`src/acu_pkg.sv`:
```
// Shared types, constants and a helper function for the ARP cache with use-count replacement.
// No dependencies.
package acu_pkg;

   localparam int CACHE_ENTRIES = 8;
   localparam int IDX_W = (CACHE_ENTRIES > 1) ? $clog2(CACHE_ENTRIES) : 1;
   localparam int CNT_W = $clog2(CACHE_ENTRIES + 1);
   localparam int IP_W = 32;
   localparam int MAC_W = 48;
   localparam int USE_W = 8;
   localparam int SLOT_W = 3;

   localparam logic KIND_LOOKUP = 1'b0;
   localparam logic KIND_FILL = 1'b1;

   localparam logic [USE_W-1:0] COUNT_MAX = 8'd255;
   localparam logic [USE_W-1:0] COUNT_INC = 8'd2;
   localparam logic [USE_W-1:0] COUNT_FILL = 8'd2;

   typedef enum logic [1:0] {
      ST_IDLE,
      ST_FILL,
      ST_SCAN,
      ST_RESP
   } state_type;

   typedef struct packed {
      logic [IP_W-1:0] ip;
      logic [MAC_W-1:0] mac;
   } entry_type;

   function automatic logic [SLOT_W-1:0] slot_of(input logic [IDX_W-1:0] idx);
      logic [IDX_W+SLOT_W-1:0] wide;
      wide = (IDX_W + SLOT_W)'(idx);
      return wide[SLOT_W-1:0];
   endfunction

endpackage

```
`src/acu_req_if.sv`:
```
// Request channel of the ARP cache: valid, ready and the request payload.
// Depends on acu_pkg.
interface acu_req_if;
   import acu_pkg::*;

   logic valid;
   logic ready;
   logic kind;
   logic [IP_W-1:0] ip_addr;
   logic [MAC_W-1:0] mac_addr;

   modport source (output valid, output kind, output ip_addr, output mac_addr, input ready);
   modport sink (input valid, input kind, input ip_addr, input mac_addr, output ready);

endinterface

```
`src/acu_rsp_if.sv`:
```
// Response channel of the ARP cache: valid, ready and the response payload.
// Depends on acu_pkg.
interface acu_rsp_if;
   import acu_pkg::*;

   logic valid;
   logic ready;
   logic hit;
   logic [MAC_W-1:0] found_mac;
   logic [SLOT_W-1:0] slot;

   modport source (output valid, output hit, output found_mac, output slot, input ready);
   modport sink (input valid, input hit, input found_mac, input slot, output ready);

endinterface

```
`src/arp_cache_use_count_replace_top.sv`:
```
// Top level of the ARP cache with use-count replacement.
// Depends on acu_pkg, acu_req_if and acu_rsp_if.
// A lookup walks the entry and count memories one entry per cycle, then loads its response;
// a fill reads the victim's count, then writes the entry and count back. A new request is
// accepted only in the idle state, once the previous response is loaded into the output register.
// Reset clears the state machine, the entry valid bits, the victim slot and the response valid; no clearing pass.
module arp_cache_use_count_replace_top (
   input logic clock,
   input logic reset,
   acu_req_if.sink req_chan,
   acu_rsp_if.source rsp_chan
);
   import acu_pkg::*;

   localparam logic [IDX_W-1:0] LAST_IDX = IDX_W'(CACHE_ENTRIES - 1);
   localparam logic [CNT_W-1:0] NUM_ENTRIES = CNT_W'(CACHE_ENTRIES);

   state_type state_ff, state_in;

   entry_type ent_mem [CACHE_ENTRIES];
   logic [USE_W-1:0] cnt_mem [CACHE_ENTRIES];
   logic [CACHE_ENTRIES-1:0] vld_ff;

   entry_type ent_rd_ff;
   logic [USE_W-1:0] cnt_rd_ff;
   logic cnt_vld_rd_ff;

   logic [IP_W-1:0] req_ip_ff, req_ip_in;
   logic [MAC_W-1:0] req_mac_ff, req_mac_in;
   logic [CNT_W-1:0] issue_idx_ff, issue_idx_in;
   logic [IDX_W-1:0] proc_idx_ff, proc_idx_in;
   logic pv_ff, pv_in;
   logic found_ff, found_in;
   logic [IDX_W-1:0] hit_idx_ff, hit_idx_in;
   logic [MAC_W-1:0] hit_mac_ff, hit_mac_in;
   logic [IDX_W-1:0] best_idx_ff, best_idx_in;
   logic [USE_W-1:0] best_cnt_ff, best_cnt_in;
   logic [IDX_W-1:0] victim_ff, victim_in;
   logic res_hit_ff, res_hit_in;
   logic [MAC_W-1:0] res_mac_ff, res_mac_in;
   logic [SLOT_W-1:0] res_slot_ff, res_slot_in;
   logic rsp_valid_ff, rsp_valid_in;
   logic rsp_hit_ff, rsp_hit_in;
   logic [MAC_W-1:0] rsp_mac_ff, rsp_mac_in;
   logic [SLOT_W-1:0] rsp_slot_ff, rsp_slot_in;

   logic req_ready;
   logic accept;
   logic rd_en;
   logic [IDX_W-1:0] rd_addr;
   logic wr_en;
   logic ent_we;
   logic [IDX_W-1:0] wr_addr;
   logic [USE_W-1:0] wr_cnt;
   logic load_rsp;

   logic [USE_W-1:0] cur_cnt;
   logic take;
   logic [USE_W-1:0] scan_cnt;
   logic [USE_W-1:0] fill_cnt;
   logic better;

   // Per-entry update of the walk: the first valid match gains two, other live counts lose one.
   always_comb begin
      cur_cnt = cnt_vld_rd_ff ? cnt_rd_ff : '0;
      take = !found_ff && (cur_cnt != '0) && (ent_rd_ff.ip == req_ip_ff);
      if (take) begin
         scan_cnt = (cur_cnt > (COUNT_MAX - COUNT_INC)) ? COUNT_MAX : cur_cnt + COUNT_INC;
      end else if (cur_cnt != '0) begin
         scan_cnt = cur_cnt - 8'd1;
      end else begin
         scan_cnt = '0;
      end
      fill_cnt = (cur_cnt == '0) ? COUNT_FILL : cur_cnt;
      better = (proc_idx_ff == '0) || (scan_cnt < best_cnt_ff);
   end

   always_comb begin
      state_in = state_ff;
      unique case (state_ff)
         ST_IDLE: begin
            if (req_chan.valid) begin
               state_in = (req_chan.kind == KIND_FILL) ? ST_FILL : ST_SCAN;
            end
         end
         ST_FILL: state_in = ST_RESP;
         ST_SCAN: begin
            if (pv_ff && (proc_idx_ff == LAST_IDX)) begin
               state_in = ST_RESP;
            end
         end
         ST_RESP: begin
            if (!rsp_valid_ff || rsp_chan.ready) begin
               state_in = ST_IDLE;
            end
         end
         default: state_in = ST_IDLE;
      endcase
   end

   always_comb begin
      req_ready = 1'b0;
      accept = 1'b0;
      rd_en = 1'b0;
      rd_addr = issue_idx_ff[IDX_W-1:0];
      wr_en = 1'b0;
      ent_we = 1'b0;
      wr_addr = proc_idx_ff;
      wr_cnt = scan_cnt;
      load_rsp = 1'b0;
      unique case (state_ff)
         ST_IDLE: begin
            req_ready = 1'b1;
            accept = req_chan.valid;
            rd_en = req_chan.valid;
            rd_addr = (req_chan.kind == KIND_FILL) ? victim_ff : '0;
         end
         ST_FILL: begin
            wr_en = 1'b1;
            ent_we = 1'b1;
            wr_addr = victim_ff;
            wr_cnt = fill_cnt;
         end
         ST_SCAN: begin
            rd_en = (issue_idx_ff < NUM_ENTRIES);
            wr_en = pv_ff;
         end
         ST_RESP: begin
            load_rsp = !rsp_valid_ff || rsp_chan.ready;
         end
         default: begin
            req_ready = 1'b0;
         end
      endcase
   end

   always_comb begin
      logic found_now;
      logic [IDX_W-1:0] hit_idx_now;
      logic [MAC_W-1:0] hit_mac_now;
      logic [IDX_W-1:0] best_idx_now;

      found_now = found_ff || take;
      hit_idx_now = take ? proc_idx_ff : hit_idx_ff;
      hit_mac_now = take ? ent_rd_ff.mac : hit_mac_ff;
      best_idx_now = better ? proc_idx_ff : best_idx_ff;

      req_ip_in = req_ip_ff;
      req_mac_in = req_mac_ff;
      issue_idx_in = issue_idx_ff;
      proc_idx_in = proc_idx_ff;
      pv_in = 1'b0;
      found_in = found_ff;
      hit_idx_in = hit_idx_ff;
      hit_mac_in = hit_mac_ff;
      best_idx_in = best_idx_ff;
      best_cnt_in = best_cnt_ff;
      victim_in = victim_ff;
      res_hit_in = res_hit_ff;
      res_mac_in = res_mac_ff;
      res_slot_in = res_slot_ff;
      rsp_valid_in = rsp_valid_ff;
      rsp_hit_in = rsp_hit_ff;
      rsp_mac_in = rsp_mac_ff;
      rsp_slot_in = rsp_slot_ff;

      if (accept) begin
         req_ip_in = req_chan.ip_addr;
         req_mac_in = req_chan.mac_addr;
         issue_idx_in = CNT_W'(1);
         proc_idx_in = '0;
         pv_in = (req_chan.kind == KIND_LOOKUP);
         found_in = 1'b0;
         best_idx_in = '0;
         best_cnt_in = COUNT_MAX;
      end

      if (state_ff == ST_SCAN) begin
         if (rd_en) begin
            pv_in = 1'b1;
            proc_idx_in = issue_idx_ff[IDX_W-1:0];
            issue_idx_in = issue_idx_ff + CNT_W'(1);
         end
         if (pv_ff) begin
            found_in = found_now;
            hit_idx_in = hit_idx_now;
            hit_mac_in = hit_mac_now;
            best_idx_in = best_idx_now;
            if (better) begin
               best_cnt_in = scan_cnt;
            end
            if (proc_idx_ff == LAST_IDX) begin
               res_hit_in = found_now;
               if (found_now) begin
                  res_mac_in = hit_mac_now;
                  res_slot_in = slot_of(hit_idx_now);
               end else begin
                  res_mac_in = '0;
                  res_slot_in = slot_of(best_idx_now);
                  victim_in = best_idx_now;
               end
            end
         end
      end

      if (state_ff == ST_FILL) begin
         res_hit_in = 1'b0;
         res_mac_in = '0;
         res_slot_in = slot_of(victim_ff);
      end

      if (load_rsp) begin
         rsp_valid_in = 1'b1;
         rsp_hit_in = res_hit_ff;
         rsp_mac_in = res_mac_ff;
         rsp_slot_in = res_slot_ff;
      end else if (rsp_chan.ready) begin
         rsp_valid_in = 1'b0;
      end
   end

   always_ff @(posedge clock) begin
      if (reset) begin
         state_ff <= ST_IDLE;
         pv_ff <= 1'b0;
         victim_ff <= '0;
         rsp_valid_ff <= 1'b0;
      end else begin
         state_ff <= state_in;
         pv_ff <= pv_in;
         victim_ff <= victim_in;
         rsp_valid_ff <= rsp_valid_in;
      end
   end

   always_ff @(posedge clock) begin
      req_ip_ff <= req_ip_in;
      req_mac_ff <= req_mac_in;
      issue_idx_ff <= issue_idx_in;
      proc_idx_ff <= proc_idx_in;
      found_ff <= found_in;
      hit_idx_ff <= hit_idx_in;
      hit_mac_ff <= hit_mac_in;
      best_idx_ff <= best_idx_in;
      best_cnt_ff <= best_cnt_in;
      res_hit_ff <= res_hit_in;
      res_mac_ff <= res_mac_in;
      res_slot_ff <= res_slot_in;
      rsp_hit_ff <= rsp_hit_in;
      rsp_mac_ff <= rsp_mac_in;
      rsp_slot_ff <= rsp_slot_in;
   end

   always_ff @(posedge clock) begin
      if (ent_we) begin
         ent_mem[victim_ff] <= {req_ip_ff, req_mac_ff};
      end
      if (wr_en) begin
         cnt_mem[wr_addr] <= wr_cnt;
      end
      if (rd_en) begin
         ent_rd_ff <= ent_mem[rd_addr];
         cnt_rd_ff <= cnt_mem[rd_addr];
         cnt_vld_rd_ff <= vld_ff[rd_addr];
      end
   end

   always_ff @(posedge clock) begin
      if (reset) begin
         vld_ff <= '0;
      end else if (wr_en) begin
         vld_ff[wr_addr] <= 1'b1;
      end
   end

   assign req_chan.ready = req_ready;
   assign rsp_chan.valid = rsp_valid_ff;
   assign rsp_chan.hit = rsp_hit_ff;
   assign rsp_chan.found_mac = rsp_mac_ff;
   assign rsp_chan.slot = rsp_slot_ff;

endmodule
```
`src/flat_wrapper.sv`:
```
// flat-port wrapper written by rule: the top's interface ports become plain ports
module arp_cache_use_count_replace_top_flat import acu_pkg::*;
  (clock, reset, req_chan_valid, req_chan_kind, req_chan_ip_addr, req_chan_mac_addr, req_chan_ready, rsp_chan_valid, rsp_chan_hit, rsp_chan_found_mac, rsp_chan_slot, rsp_chan_ready);
  acu_req_if req_chan_i ();
  acu_rsp_if rsp_chan_i ();
  input logic clock;
  input logic reset;
  input wire logic [$bits(req_chan_i.valid)-1:0] req_chan_valid;
  input wire logic [$bits(req_chan_i.kind)-1:0] req_chan_kind;
  input wire logic [$bits(req_chan_i.ip_addr)-1:0] req_chan_ip_addr;
  input wire logic [$bits(req_chan_i.mac_addr)-1:0] req_chan_mac_addr;
  output wire logic [$bits(req_chan_i.ready)-1:0] req_chan_ready;
  output wire logic [$bits(rsp_chan_i.valid)-1:0] rsp_chan_valid;
  output wire logic [$bits(rsp_chan_i.hit)-1:0] rsp_chan_hit;
  output wire logic [$bits(rsp_chan_i.found_mac)-1:0] rsp_chan_found_mac;
  output wire logic [$bits(rsp_chan_i.slot)-1:0] rsp_chan_slot;
  input wire logic [$bits(rsp_chan_i.ready)-1:0] rsp_chan_ready;
  assign req_chan_i.valid = req_chan_valid;
  assign req_chan_i.kind = req_chan_kind;
  assign req_chan_i.ip_addr = req_chan_ip_addr;
  assign req_chan_i.mac_addr = req_chan_mac_addr;
  assign req_chan_ready = req_chan_i.ready;
  assign rsp_chan_valid = rsp_chan_i.valid;
  assign rsp_chan_hit = rsp_chan_i.hit;
  assign rsp_chan_found_mac = rsp_chan_i.found_mac;
  assign rsp_chan_slot = rsp_chan_i.slot;
  assign rsp_chan_i.ready = rsp_chan_ready;
  arp_cache_use_count_replace_top u_core (.clock(clock), .reset(reset), .req_chan(req_chan_i), .rsp_chan(rsp_chan_i));
endmodule
```
`config.mk`:
```
export PLATFORM = sky130hd
export DESIGN_NAME = arp_cache_use_count_replace_top_flat
export DESIGN_NICKNAME = d
export VERILOG_FILES = /design/src/acu_pkg.sv /design/src/acu_req_if.sv /design/src/acu_rsp_if.sv /design/src/arp_cache_use_count_replace_top.sv /design/src/flat_wrapper.sv
export SDC_FILE = /design/constraint.sdc
export NUM_CORES = 1
export LEC_CHECK = 0
export BUFFER_PORTS_ARGS = -buffer_cell sky130_fd_sc_hd__buf_2
export CORE_MARGIN = 3
export CORE_UTILIZATION = 35
export CTS_CLUSTER_SIZE = 8
export DETAILED_ROUTE_END_ITERATION = 16
export GPL_TIMING_DRIVEN = 0
export SYNTH_ARGS = -nofsm -noshare
export SYNTH_HDL_FRONTEND = slang
export SYNTH_SLANG_ARGS = --single-unit
```
`constraint.sdc`:
```
create_clock -name clock -period 9.2 [get_ports clock]
set_clock_uncertainty 0.15 [all_clocks]
set_input_delay 1.84 -clock clock [delete_from_list [all_inputs] [get_ports clock]]
set_output_delay 1.84 -clock clock [all_outputs]
set_load 0.1 [all_outputs]
```
# After elaboration in Yosys (flattened, before gate mapping)
# Memories as Yosys holds them, arrays and structs flattened. A register that Yosys moved wholly into a read port is not among the register bits.
# Cells that the tools add are included.
# word_totals
regBits	270
ramBits	704
out_inout_bits	54
word_cells	123
mem_count	2
# op_classes
add_sub_neg	3
n_lt_le_gt_ge	6
eq_ne	8
n_mux	58
n_bitwise	3
n_reduce_logical	22
# memory_table
memory	words	width	rd	rd_clocked_by_memory_dff	wr	line_no	text
u_core.ent_mem	8	80	1	1	1	arp_cache_use_count_replace_top.sv:20	entry_type ent_mem [CACHE_ENTRIES];
u_core.cnt_mem	8	8	1	1	1	arp_cache_use_count_replace_top.sv:21	logic [USE_W-1:0] cnt_mem [CACHE_ENTRIES];
# ops
cell	n
$mux 48	2
$mux 8	10
$mux 3	16
$eq 32x32->1	1
$mux 1	18
$mux 4	3
$reduce_and 3->1	3
$add 8x2->8 const B	1
$gt 8x8->1 const B	1
$logic_not 8->1	1
$lt 3x4->1 const B	2
$lt 8x8->1	1
$mux 2	4
$or 8x8->8	1
$pmux 2 s4	1
$reduce_bool 2->1	4
$reduce_bool 8->1	1
$sub 8x1->8 const B	1
$add 4x1->4 const B	1
$eq 2x2->1 const B	2
$logic_and 1x1->1	4
$lt 4x4->1 const B	1
$ne 2x1->1 const B	2
$pmux 1 s2	2
13 further kinds	17

# Depth between registers and ports, before layout
# Gate-level depths: netlist (run 1).
# depth
ltp_word	13
depth_mapped	19
depth_no_buf	17

# Worst setup path after synthesis (run 1)
# OpenSTA, ideal clock, no wires.
# synth_path
path_type	register to register
startpoint	register u_core.state_ff[1]
endpoint	memory u_core.ent_mem[2][0] (netlist bit), enable pin
setup_ns	0.616
arrival_ns	6.734
required_time_ns	8.434
path_slack_ns	1.700
path_stages_with_launch	7
n_path_buf	2
synth_period_minus_slack_ns	7.500
path_cell_list	dfxtp_1 -> inv_1 -> ha_1 -> clkbuf_1 -> clkbuf_1 -> nand2_1 -> nor3_1
# synth_via
elab_chain_len	4
# synth_lines
element	line_no	text
start: declaration	arp_cache_use_count_replace_top.sv:18	state_type state_ff, state_in;
start signal: assignment	arp_cache_use_count_replace_top.sv:229	state_ff <= state_in;
$eq 2x1->1	arp_cache_use_count_replace_top.sv:111	unique case (state_ff)
$mux 1	arp_cache_use_count_replace_top.sv:111	
$mux 1	arp_cache_use_count_replace_top.sv:255	if (ent_we) begin
$mux 1 (not written as such)	arp_cache_use_count_replace_top.sv:256	ent_mem[victim_ff] <= {req_ip_ff, req_mac_ff};
end: declaration	arp_cache_use_count_replace_top.sv:20	
# No other way between the ends.

# Final worst setup path (run 1)
# layout_path
startpoint	register u_core.req_ip_ff[24]
endpoint	register u_core.res_slot_ff[1] (data pin)
# layout_via
elab_chain_len	11
elab_cells_between_ends	13
classes_between	order compare: 1; eq/ne: 1; mux: 8; reduce/logical: 3
# layout_lines
element	line_no	text
start: declaration	arp_cache_use_count_replace_top.sv:28	logic [IP_W-1:0] req_ip_ff, req_ip_in;
start signal: assignment	arp_cache_use_count_replace_top.sv:237	req_ip_ff <= req_ip_in;
$eq 32x32->1 *	arp_cache_use_count_replace_top.sv:66	take = !found_ff && (cur_cnt != '0) && (ent_rd_ff.ip == req_ip_ff);
$logic_and 1x1->1 *	arp_cache_use_count_replace_top.sv:66	
$mux 8	arp_cache_use_count_replace_top.sv:67	if (take) begin
$lt 8x8->1	arp_cache_use_count_replace_top.sv:75	better = (proc_idx_ff == '0) || (scan_cnt < best_cnt_ff);
$logic_or 1x1->1	arp_cache_use_count_replace_top.sv:75	
$mux 3	arp_cache_use_count_replace_top.sv:146	best_idx_now = better ? proc_idx_ff : best_idx_ff;
$mux 3 *	arp_cache_use_count_replace_top.sv:194	if (found_now) begin
$mux 3 *	arp_cache_use_count_replace_top.sv:192	if (proc_idx_ff == LAST_IDX) begin
$mux 3 *	arp_cache_use_count_replace_top.sv:184	if (pv_ff) begin
$mux 3 *	arp_cache_use_count_replace_top.sv:178	if (state_ff == ST_SCAN) begin
$mux 3 *	arp_cache_use_count_replace_top.sv:206	if (state_ff == ST_FILL) begin
via u_core.res_slot_in[1]	arp_cache_use_count_replace_top.sv:41	logic [SLOT_W-1:0] res_slot_ff, res_slot_in;
end signal: assignment	arp_cache_use_count_replace_top.sv:248	res_slot_ff <= res_slot_in;
end: declaration	arp_cache_use_count_replace_top.sv:41	
# The timed path passes the listed nets; every way through them passes the cells marked *. The select of a mux whose other input is x is not followed.
# A chain may end at the register's enable or synchronous reset.

==> flow_summary.toml, run 1 <==
[timing]
drv_slew = 0
max_freq_mhz = 182
period_minus_slack_ns = 5.49
min_period_over_period_pct = 59.7
relSlewSlack_pct = 23.8
worstMarginPinSlew_ns = 1.14
rsz0062_at_grt = "no"
hold_slack_ns = 0.270
finalHoldViolations = 0
layout_setup_ws_ns = 3.71
finalSetupViolations = 0

[grt]
grt-ovfl-total = 0
grt_pass1_vias = 24900
track_usage_pct = 16.9
grt_max_degree = 57
grt_util_met3_pct = 3.04
met1_usage_pct = 23.6
antenna_found_initial = 4
grt_pass1_wl_um = 154000
use_met2_pct = 26.7
busiest_layer = "met2"

[clocking]
postCtsSetupRepairBufs = 0
cts_made_buffers = 150
holdBufCountCts = 0
clkSlewWorstSetupHoldPaths_ns = 0.05
clock_sinks = 1062
post_cts_resized = 0
cts_max_path_buffers = 3
cts_tree = "done"
root_buffer = "clkbuf_16"
cts-htree-levels = 4
clkLatencyLatePin_ns = 0.72

[die]
num_rows = 124
die_area_sq_um = 121000
io_pins = 139
dieWidth_um = 347
start_util_pct = 35.5
die_h_um = 347
coreArea_sq_um = 115000

[detailed_routing]
via_per_inst = 5.04
first_pass_iters = 5
wl_per_cell_um = 20.6
drtIter0Drc = 2167
wl_um = 103000
drc = 0
final_antenna_net_count = 0
num_vias = 25200

[placement]
gp_congestion = 0.801
place_ws_ns = 3.80
portBuffers = 138
hpwl_um = 68100

[pwr]
power_density_nw_per_um2 = 322
irDropWorstVdd_mv = 0.199
leakage_nw = 17.0

[yosys]
syn_nets = 3201
yosys_register_bits = 1062
yosysUniqueCellTypes = 59
ys_seq_area_share_pct = 76.1
syn-cell-area_sq_um = 40800
postSynthCellCount = 3103
syn_avg_cell_area_sq_um = 13.1
yosys_warnings = 0
synth-edff-count = 979
synthArstFlopShare_pct = 0
synth_flop_cell = "edfxtp_1"

[setup_path]
end_kind = "flop"
cp_num_buf_inv = 4
worstPathArrival_ns = 5.84
crit_chain = "xor2_1 > nor4_1 > nand4_1 > or3_1 > buf_6 > buf_6 > buf_6 > a21oi_1 > inv_1 > ha_1 > a21o_1 > a21o_1 > a21o_1 > nor2_1 > nor2_1 > and2_1 > o311ai_1"
cp-start-kind = "flop"
path_delay_family = "simple AND/OR/NAND/NOR gates"
path_max_fanout = 10
slowest_stage = "or3_1"
critPathRequiredTime_ns = 9.55
rrSetupSlack_ns = 3.71
slowest_delay_ns = 0.57
crit_type = "flop to flop"

[layout]
area_growth_pct = 18.5
fin_nets = 3534
drive_above_1_share_pct = 12.6
diodes = 0

[hold_path]
hold_class = "flop to flop"

[outcome]
outcome = "complete, no violations"

[flow_run]
cap_violations = 0
placed cells by master (no fill, tap or decap), types with 5 or more instances in the layout:
| cell type | count |
|---|---|
| a211oi_1 | 6 |
| a21oi_1 | 61 |
| a22oi_1 | 10 |
| a31oi_1 | 6 |
| and3_1 | 5 |
| buf_1 | 16 |
| buf_12 | 18 |
| buf_16 | 5 |
| buf_2 | 147 |
| buf_6 | 20 |
| clkbuf_1 | 187 |
| clkbuf_16 | 155 |
| dfxtp_1 | 83 |
| edfxtp_1 | 979 |
| ha_1 | 13 |
| inv_1 | 25 |
| inv_6 | 6 |
| mux2_2 | 36 |
| mux2_4 | 16 |
| mux2i_1 | 14 |
| nand2_1 | 912 |
| nand3_1 | 459 |
| nand4_1 | 5 |
| nor2_1 | 74 |
| nor2_4 | 6 |
| nor3_1 | 5 |
| nor4_1 | 8 |
| o21ai_0 | 104 |
| xnor2_1 | 8 |
| xor2_1 | 28 |
worst reg2reg max path, cell delays in order, from the launching register on:
cell and delay [ns]:
edfxtp_1 0.52, xor2_1 0.27, nor4_1 0.53, nand4_1 0.55, or3_1 0.58, buf_6 0.17
buf_6 0.16, buf_6 0.18, a21oi_1 0.25, inv_1 0.07, ha_1 0.29, a21o_1 0.18
a21o_1 0.18, a21o_1 0.21, nor2_1 0.34, nor2_1 0.06, and2_1 0.20, o311ai_1 0.37
per-layer routing:
layer | part of all wire [%] | wire length, um | up-vias
li1 | - | - | 11800
met1 | 44 | 45400 | 12200
met2 | 46 | 47600 | 999
met3 | 7.2 | 7400 | 179
met4 | 2.7 | 2750 | 4
met5 | 0.020 | 21 | -
Yosys cell counts (all sizes together), types with 5 or more instances:
cell    number  area [sq um]
nor2        80           300
nor3         8          51.3
mux2i       14           140
a211oi       6          45.0
buf         33           180
dfxtp       83          1660
o21ai      106           531
inv         27           101
ha          13           163
a21oi       63           323
a31oi        8          65.1
mux2        52           646
nand4        5          31.3
edfxtp     979         29400
clkbuf     144           541
nand3      459          2300
a22oi       10          75.1
xor2        28           245
nor4         8          50.1
xnor2        8          70.1
and3         5          31.3
nand2      912          3420
cells by family after synthesis:
| group | synth area share, % |
|---|---|
| compound gates | 3.19 |
| xor+xnor | 0.773 |
| fa+ha+maj | 0.399 |
| buf+inv | 2.03 |
| flops | 76.1 |
| mux | 1.93 |
| simple gates | 15.6 |
path summary, 6_finish.rpt:
check,startpoint,end,cells past startpoint
max,u_core.req_ip_ff[24],u_core.res_slot_ff[1],17
min,u_core.res_slot_ff[2],u_core.rsp_chan.slot[2],0
max reg2reg,u_core.req_ip_ff[24],u_core.res_slot_ff[1],17
min reg2reg,u_core.res_slot_ff[2],u_core.rsp_chan.slot[2],0
power breakdown:
group	leakage (nW)	switching (mW)	internal, mW
clock	2.01	1.90	3.02
sequential	9.43	0.320	6.19
combinational	5.51	3.02	1.10
through the flow:
step                instance area (sq um)  total power, mW  std cells  util, %  TNS [ns]
global route                        48300             16.3       5004     42.1         0
finish                              48300             15.6       5004     42.1         0
CTS                                 48300             15.7       5004     42.1         0
global placement                    43400             10.6       4753     37.7   -663.77
floorplan                           40800             9.08       3103        -         0
detailed placement                  44200             10.7       4796     38.4         0
sequential cells by signal (all words and copies together) (netlist names), 2 cells and up:
name	count
u_core.ent_mem	640
u_core.ent_rd_ff	80
u_core.cnt_mem	64
u_core.hit_mac_ff	48
u_core.req_mac_ff	48
u_core.res_mac_ff	48
u_core.rsp_chan.found_mac	48
u_core.req_ip_ff	32
u_core.best_cnt_ff	8
u_core.cnt_rd_ff	8
u_core.vld_ff	8
u_core.issue_idx_ff	4
u_core.best_idx_ff	3
u_core.hit_idx_ff	3
u_core.proc_idx_ff	3
u_core.res_slot_ff	3
u_core.rsp_chan.slot	3
u_core.victim_ff	3
u_core.state_ff	2
layout make-up:
cell class,instances,area [sq um]
fillers,10400,66600
inverters,29,115
flip-flops and latches,1062,31100
clock buffers,198,4040
clock inverters,10,109
plain buffers,177,721
well taps,1512,1890
repair buffers,181,1430
multi-input cells,1835,8980
Power figures use the tool's default switching activity.
==> run 2: changes to the inputs <==
==> constraint.sdc (replaced) <==
create_clock -name clock -period 5.2 [get_ports clock]
set_clock_uncertainty 0.15 [all_clocks]
set_input_delay 1.04 -clock clock [delete_from_list [all_inputs] [get_ports clock]]
set_output_delay 1.04 -clock clock [all_outputs]
set_load 0.1 [all_outputs]
==> run 2 against run 1 <==
Effect of this change: design area is 0.52% higher; die area is the same; global-route usage rose by 0.16 points; largest power group unchanged; maximum frequency grew 9.8%; highest routed layer is now met4.
==> flow_summary.toml, run 2 (synthesized netlist as in run 1, its figures left out) <==
[layout]
fin_nets = 3536
drive_above_1_share_pct = 13.0
largest_register = "u_core.ent_mem"
largest_register_ffs = 640
layout_commonest_cell = "edfxtp_1"
reg_top3 = "u_core.ent_mem x640, u_core.ent_rd_ff x80, u_core.cnt_mem x64"
mostFrequentLayoutCells = "979 x edfxtp_1, 912 x nand2_1, 458 x nand3_1"
finalNonFillerCells = 5013
area_growth_pct = 19.1
fillers = 10300
final_area_sq_um = 48600

[die]
die_area_sq_um = 121000
num_rows = 124
start_util_pct = 35.5
io_pins = 139
coreArea_sq_um = 115000
die_h_um = 347
dieWidth_um = 347

[timing]
finalHoldViolations = 0
relSlewSlack_pct = 8.31
min_period_over_period_pct = 96.2
worstMarginPinSlew_ns = 1.38
max_freq_mhz = 200
rsz0062_at_grt = "no"
hold_slack_ns = 0.270
period_minus_slack_ns = 5.00
finalSetupViolations = 0
drv_slew = 0

[placement]
portBuffers = 138
hpwl_um = 67800
gp_congestion = 0.815
post-place-cells = 4789
place_area_sq_um = 44200

[clocking]
clock_sinks = 1062
clkSlewWorstSetupHoldPaths_ns = 0.05
clkLatencyLatePin_ns = 0.72
cts_max_path_buffers = 3
root_buffer = "clkbuf_16"
cts_tree = "done"
cts-htree-levels = 4
cts_made_buffers = 150

[grt]
antenna_found_initial = 4
grt-ovfl-total = 0
grt_pass1_vias = 24800
track_usage_pct = 17.1
grt_max_degree = 54
grt_pass1_wl_um = 156000

[detailed_routing]
first_pass_iters = 7
wl_per_cell_um = 20.8
final_antenna_net_count = 0
via_per_inst = 5.06
drtIter0Drc = 2526
drc = 0
wl_um = 104000
num_vias = 25300

[setup_path]
cp-start-kind = "flop"
end_kind = "flop"
critPathRequiredTime_ns = 5.54
worstPathArrival_ns = 5.34
crit_type = "flop to flop"
path_max_fanout = 10

[outcome]
outcome = "complete, no violations"

[pwr]
power_density_nw_per_um2 = 571
leakage_nw = 17.0
irDropWorstVdd_mv = 0.351

[flow_run]
cap_violations = 0

[hold_path]
hold_class = "flop to flop"
run 2: cell count changes in the layout (fill, tap and decap cells not counted), moves of 3 or more:
cell	delta
clkbuf_1	+4
clkinv_8	+4
nor4_1	-5
buf_16	+5
clkbuf_16	-3
buf_6	-16
buf_4	+9
nor4_2	+5
run 2: metal layers:
| layer | part of all wire, % | GRT usage, % |
|---|---|---|
| met5 | 0 | 0 |
| met4 | 2.3 | 5.44 |
| met3 | 7.1 | 3.17 |
| met2 | 47 | 27.7 |
| met1 | 43 | 23.3 |
run 2: what timing repair did:
action	in CTS	in global routing
pin swaps	1	1
cloned	0	0
setup buffers	2	7
hold buffers	0	0
gates resized for setup	3	11
endpoints found under the setup margin	10	4
run 2: path summary, 6_finish.rpt:
check | from | end | slack (ns) | depth (start not counted)
max | u_core.req_ip_ff[8] | u_core.res_slot_ff[0] | 0.20 | 16
min | u_core.res_slot_ff[1] | u_core.rsp_chan.slot[1] | 0.27 | 0
max reg2reg | u_core.req_ip_ff[8] | u_core.res_slot_ff[0] | 0.20 | 16
min reg2reg | u_core.res_slot_ff[1] | u_core.rsp_chan.slot[1] | 0.27 | 0
run 2: final cells by class:
type / count / area [sq um] / area share [%]
sequential: 1062 / 31100 / 63.9
buffer: 177 / 722 / 1.49
inverter: 29 / 119 / 0.245
tap: 1512 / 1890 / 3.89
antenna: 1 / 2.50 / 0.00515
clock buffer: 201 / 4000 / 8.23
clock inverter: 13 / 214 / 0.440
timing repair buffer: 183 / 1520 / 3.14
multi-input combinational: 1835 / 9070 / 18.7
run 2: power breakdown:
part / internal (mW) / switching [mW] / leakage, nW
clock network: 5.32 / 3.50 / 2.03
registers: 11.0 / 0.555 / 9.43
logic: 2.01 / 5.42 / 5.55
total: 18.3 / 9.48 / 17.0
run 2: through the flow:
stage | util (%) | worst slack, ns | power (mW) | setup TNS [ns]
5_1_grt | 42.3 | 0.0409 | 29.1 | 0
3_3_place_gp | 37.7 | -4.26 | 18.7 | -2445.88
6_report | 42.3 | 0.198 | 27.8 | 0
3_5_place_dp | 38.5 | -0.300 | 19.0 | -1.37
2_1_floorplan | - | -0.154 | 16.0 | -36.95
4_1_cts | 42.2 | 0.0555 | 27.9 | 0
run 2: worst max-delay path, stage by stage (launching register included):
cell       delay [ns]
edfxtp_1         0.56
xnor2_2          0.27
nand4_1          0.32
or4_4            0.55
or3_1            0.43
buf_6            0.17
buf_6            0.16
buf_6            0.18
a21oi_2          0.19
inv_1            0.06
ha_1             0.29
a21o_1           0.18
a21o_1           0.18
a21oi_1          0.27
o2111ai_4        0.24
and2_1           0.24
o41ai_1          0.33
